--- src/rtl/obbl_pkg.sv ---
// Shared types and codes of the order book best level block.
// No dependencies.
package obbl_pkg;

  typedef enum logic [2:0] {
    OP_CREATE     = 3'd0,
    OP_MODIFY     = 3'd1,
    OP_DELETE     = 3'd2,
    OP_GET        = 3'd3,
    OP_SUSPEND    = 3'd4,
    OP_REACTIVATE = 3'd5,
    OP_QUERY      = 3'd6
  } op_e;

  typedef enum logic [1:0] {
    ST_OK       = 2'd0,
    ST_NOTFOUND = 2'd1,
    ST_REJECT   = 2'd2
  } status_e;

  typedef enum logic [2:0] {
    FSM_IDLE,
    FSM_SCAN,
    FSM_DRAIN,
    FSM_UPDATE,
    FSM_OUT
  } fsm_e;

  // one slot, id kept apart since its width is a parameter
  typedef struct packed {
    logic [15:0]        product;
    logic               side;
    logic signed [31:0] price;
    logic signed [31:0] quantity;
    logic               active;
  } entry_t;

  typedef struct packed {
    logic [31:0] key;
    logic [15:0] product;
    logic        side;
  } scan_req_t;

  typedef struct packed {
    logic we;
    logic set;
    logic clr;
  } tbl_wr_t;

  localparam int unsigned MaxOrdersDef = 64;
  localparam int unsigned IdBitsDef    = 32;

endpackage

--- src/rtl/obbl_scan.sv ---
// Shared slot compare and level accumulate unit, one slot per cycle while en_i is high.
// Depends on obbl_pkg.
module obbl_scan #(
  parameter int unsigned MAX_ORDERS = obbl_pkg::MaxOrdersDef,
  parameter int unsigned ID_BITS    = obbl_pkg::IdBitsDef,
  localparam int unsigned AW = (MAX_ORDERS > 1) ? $clog2(MAX_ORDERS) : 1,
  localparam int unsigned CW = $clog2(MAX_ORDERS + 1),
  localparam int unsigned SW = (33 + AW > 41) ? 33 + AW : 41
) (
  input  logic                  clk_i,
  input  logic                  rst_ni,
  input  logic                  clr_i,
  input  logic                  en_i,
  input  logic [AW-1:0]         idx_i,
  input  logic                  slot_valid_i,
  input  logic [ID_BITS-1:0]    slot_id_i,
  input  obbl_pkg::entry_t      slot_i,
  input  obbl_pkg::scan_req_t   req_i,
  output logic                  free_found_o,
  output logic [AW-1:0]         free_idx_o,
  output logic                  match_found_o,
  output logic [AW-1:0]         match_idx_o,
  output logic [ID_BITS-1:0]    match_id_o,
  output obbl_pkg::entry_t      match_entry_o,
  output logic                  best_found_o,
  output logic signed [31:0]    best_price_o,
  output logic signed [SW-1:0]  sum_o,
  output logic [CW-1:0]         count_o
);

  localparam int unsigned KW = (ID_BITS > 32) ? ID_BITS : 32;

  logic [KW-1:0] id_ext, key_ext;
  logic          hit, lvl, better;

  assign id_ext  = KW'(slot_id_i);
  assign key_ext = KW'(req_i.key);
  assign hit     = slot_valid_i && (id_ext == key_ext);
  assign lvl     = slot_valid_i && slot_i.active && (slot_i.product == req_i.product)
                   && (slot_i.side == req_i.side);
  // buy wants the highest price, sell the lowest
  assign better  = req_i.side ? (slot_i.price < best_price_o)
                              : (slot_i.price > best_price_o);

  always_ff @(posedge clk_i or negedge rst_ni) begin
    if (!rst_ni) begin
      free_found_o  <= 1'b0;
      match_found_o <= 1'b0;
      best_found_o  <= 1'b0;
    end else if (clr_i) begin
      free_found_o  <= 1'b0;
      match_found_o <= 1'b0;
      best_found_o  <= 1'b0;
    end else if (en_i) begin
      if (!slot_valid_i && !free_found_o) free_found_o <= 1'b1;
      if (hit && !match_found_o) match_found_o <= 1'b1;
      if (lvl) best_found_o <= 1'b1;
    end
  end

  always_ff @(posedge clk_i) begin
    if (clr_i) begin
      sum_o   <= '0;
      count_o <= '0;
    end else if (en_i) begin
      if (!slot_valid_i && !free_found_o) free_idx_o <= idx_i;
      if (hit && !match_found_o) begin
        match_idx_o   <= idx_i;
        match_id_o    <= slot_id_i;
        match_entry_o <= slot_i;
      end
      if (lvl) begin
        if (!best_found_o || better) begin
          best_price_o <= slot_i.price;
          sum_o        <= SW'(slot_i.quantity);
          count_o      <= CW'(1);
        end else if (slot_i.price == best_price_o) begin
          sum_o   <= sum_o + SW'(slot_i.quantity);
          count_o <= count_o + CW'(1);
        end
      end
    end
  end

endmodule

--- config.mk ---
export PLATFORM = sky130hd
export DESIGN_NAME = obbl_scan
export DESIGN_NICKNAME = d
export VERILOG_FILES = /design/src/rtl/obbl_pkg.sv /design/src/rtl/obbl_scan.sv
export SDC_FILE = /design/constraint.sdc
export NUM_CORES = 1
export LEC_CHECK = 0
export BUFFER_PORTS_ARGS = -buffer_cell sky130_fd_sc_hd__buf_2
export CORE_MARGIN = 10
export CORE_UTILIZATION = 46
export DETAILED_ROUTE_END_ITERATION = 8
export GPL_ROUTABILITY_DRIVEN = 1
export PLACE_DENSITY = 0.76
export SLEW_MARGIN = 20
export SYNTH_ARGS = -nofsm -noshare
export SYNTH_HDL_FRONTEND = slang
export SYNTH_SLANG_ARGS = --single-unit
--- constraint.sdc ---
create_clock -name clk_i -period 13.9 [get_ports clk_i]
set_input_delay 3.475 -clock clk_i [delete_from_list [all_inputs] [get_ports clk_i]]
set_output_delay 3.475 -clock clk_i [all_outputs]
set_load 0.005 [all_outputs]
==> impl_metrics.csv <==
group,metric,value,unit
status,status,"finished clean",
setup_path,r2r_start,"best_price_o[27]$_DFFE_PP_",
setup_path,cp.required,14.28,ns
yosys,synth_top_area_share,43.3,%
setup_path,crit_type,"primary input to flop",
placed_design,io_buffers,382,
placed_design,dpl-instance-area,0.0132,mm^2
sta,setup_ws,7.38,ns
hold_path,hold_path.startpoint,"sum_o[25]$_SDFFE_PP0P_",
hold_path,hold_class,"flop to flop",
sta,min_period_over_period,46.9,%
global_routing,grtUsageTotal,21.8,%
floorplanning,core_area,0.0235,mm^2
drt,routedWlPerCell,20.8,um
clocking,clk_pin_slew,0.06,ns
layout,final_cell_area,0.0141,mm^2
layout,instances_no_fill,1701,
layout,synthToLayoutAreaGrowth,28.7,%
layout,post-route-util,60.0,%
floorplanning,start_util,46.7,%
sta,whs,0.487,ns
sta,tightestPinTransition,1.04,ns
clocking,clkLatencyLatePin,0.53,ns
yosys,synth_warnings,0,
setup_path,critPathMaxStageDelay,0.62,ns
global_routing,grt_pass1_wl,53.0,mm
yosys,synth_area_leaders,"edfxtp_1, dfxtp_1, ha_1, xor2_1, a21oi_1",
clocking,cts_tree,"done",
setup_path,startpoint,"slot_i[64]",
setup_path,crit_buf_inv,1,
pwr,total_power,1.48,mW
setup_path,end_kind,"flop",
clocking,ctsResizeCount,0,
clocking,postCtsSetupBuffers,0,
yosys,synthCells,982,
drt,viasPerCell,5.56,
clocking,clock-root-buffer,"clkbuf_16",
sta,skew,0.0216,ns
yosys,synth_area,0.0110,mm^2
floorplanning,num_rows,56,
job,maxCapViolations,0,
clocking,numCtsBuffers,24,
sta,clock.fmax,153,MHz
placed_design,place_congestion,0.893,
sta,finalHoldViolations,0,
setup_path,crit_arrival,6.91,ns
sta,relSlewSlack,30.6,%
yosys,syn-num-nets,1230,
setup_path,crit_slowest_cell,"nand4_4",
drt,vias,9455,
sta,fin_tns_setup,0,ns
placed_design,pre_cts_ws,6.79,ns
drt,drc,0,
layout,finish.net_count,1607,
setup_path,path_delay_family,"compound AO/OA/AOI/OAI gates",
yosys,synth.avg_cell_area,11.2,um^2
global_routing,overflow,0,
setup_path,crit_fanout,46,
yosys,synth_area_leader_cell,"edfxtp_1",
drt,first_pass_iters,5,
setup_path,crit_chain,"buf_2 -> ha_1 -> nand4_2 -> or4_4 -> o41ai_2 -> a22oi_2 -> a31oi_4 -> nand4_4 -> a211oi_2 -> o31a_1 -> nor3_1",
floorplanning,die-area,0.0304,mm^2
sta,period_minus_slack,6.52,ns
drt,drt-total-wl,35.3,mm
yosys,ys_ff_latch,209,
sta,slew_violations,0,
pwr,vdd_drop_max,82.1,uV
clocking,cts_buffer_depth,3,
yosys,synth_ff_type,"edfxtp_1",
layout,drive_above_1_share,32.8,%
drt,drtIter0Drc,764,
setup_path,start_kind,"primary input",
drt,antenna_left,0,
clocking,cts.sinks,209,
yosys,seq_area_frac_synth,52.8,%
layout,layout_commonest_cell,"buf_2",
clocking,hold_buffers,0,
sta,setup_viol,0,
global_routing,antenna_found_initial,7,
pwr,leakagePower,6.19,nW
placed_design,dpl.hpwl,27.5,mm
yosys,async_reset_ff_share,1.44,%
floorplanning,die_x,174,um
global_routing,grt_pass1_vias,9238,
floorplanning,ios,383,
yosys,synth-edff-count,158,
layout,mostFrequentLayoutCells,"buf_2, edfxtp_1, nand2_1",
yosys,synth.distinct_cells,77,
placed_design,place_inst,1652,
sta,rsz0062_at_grt,"no",
floorplanning,die_h,174,um
pwr,power.density,105,mW/mm^2
clocking,htree_levels,1,
global_routing,grt_start_max_net_pins,80,
final cells by class:
cell class,count,area (um^2)
clock inverters,16,277
inverters,51,191
multi-input cells,686,4860
fillers,1921,9380
repair buffers,387,1950
flip-flops and latches,209,5780
diodes,5,12.5
clock buffers,28,616
well taps,319,399
kinds of logic after synthesis:
group	Yosys count	synth area share, %
mux	8	0.731
fa+ha+maj	74	8.52
compound gates	241	15.5
simple gates	290	13.4
buf+inv	87	3.15
xor+xnor	73	5.96
flops	209	52.8
path summary, 6_finish.rpt:
kind	end	slack, ns	depth (start not counted)
setup / recovery	sum_o[33]$_SDFFE_PP0P_	7.38	11
hold / removal	sum_o[25]$_SDFFE_PP0P_	0.49	2
setup reg to reg	sum_o[33]$_SDFFE_PP0P_	10.05	11
hold reg to reg	sum_o[25]$_SDFFE_PP0P_	0.49	2
max in group asynchronous	free_found_o$_DFFE_PN0P_	11.00	1
min in group asynchronous	best_found_o$_DFFE_PN0P_	2.76	1
worst register-to-register path, stage by stage, from the launching register on:
cell and delay [ns]:
edfxtp_1 0.37, inv_1 0.06, ha_1 0.31, nand4_1 0.21, or4_4 0.59, o41ai_2 0.37, a22oi_2 0.12, a31oi_4 0.21
nand4_4 0.62, a211oi_2 0.61, o31a_1 0.21, nor3_1 0.04
cell usage after synthesis (all sizes together), types with 4 or more instances:
| master | instances |
|---|---|
| clkbuf | 29 |
| and4 | 4 |
| nand3 | 17 |
| nand4 | 19 |
| buf | 7 |
| mux2i | 8 |
| o21a | 9 |
| xor2 | 48 |
| o21ai | 29 |
| and2 | 4 |
| o21bai | 6 |
| o31a | 4 |
| nor3 | 27 |
| nand2b | 5 |
| a211oi | 19 |
| a31oi | 11 |
| a21o | 29 |
| a311oi | 23 |
| or3 | 8 |
| inv | 51 |
| dfxtp | 48 |
| nand2 | 79 |
| and3 | 10 |
| edfxtp | 158 |
| nor3b | 4 |
| a31o | 6 |
| o31ai | 4 |
| nor4 | 18 |
| ha | 73 |
| o211ai | 9 |
| xnor2 | 24 |
| nor2b | 6 |
| a21oi | 62 |
| nor2 | 71 |
per-layer routing:
| layer | track usage (%) | vias to the layer above | wire [um] |
|---|---|---|---|
| li1 | - | 4483 | - |
| met1 | 25.5 | 4494 | 13800 |
| met2 | 39.1 | 423 | 17900 |
| met3 | 5.29 | 53 | 2800 |
| met4 | 5.34 | 2 | 827 |
| met5 | 0 | - | 7 |
report_power, final:
| part | total, mW | switching [mW] | internal [mW] |
|---|---|---|---|
| combinational | 0.100 | 0.0571 | 0.0432 |
| clock | 0.705 | 0.256 | 0.449 |
| sequential | 0.671 | 0.000326 | 0.671 |
| total | 1.48 | 0.314 | 1.16 |
state kept, by name, indices dropped and copies added, names as in the netlist:
register	flops
match_entry_o	82
sum_o	41
best_price_o	32
match_id_o	32
count_o	7
free_idx_o	6
match_idx_o	6
best_found_o	1
free_found_o	1
match_found_o	1
Power figures use the tool's default switching activity.
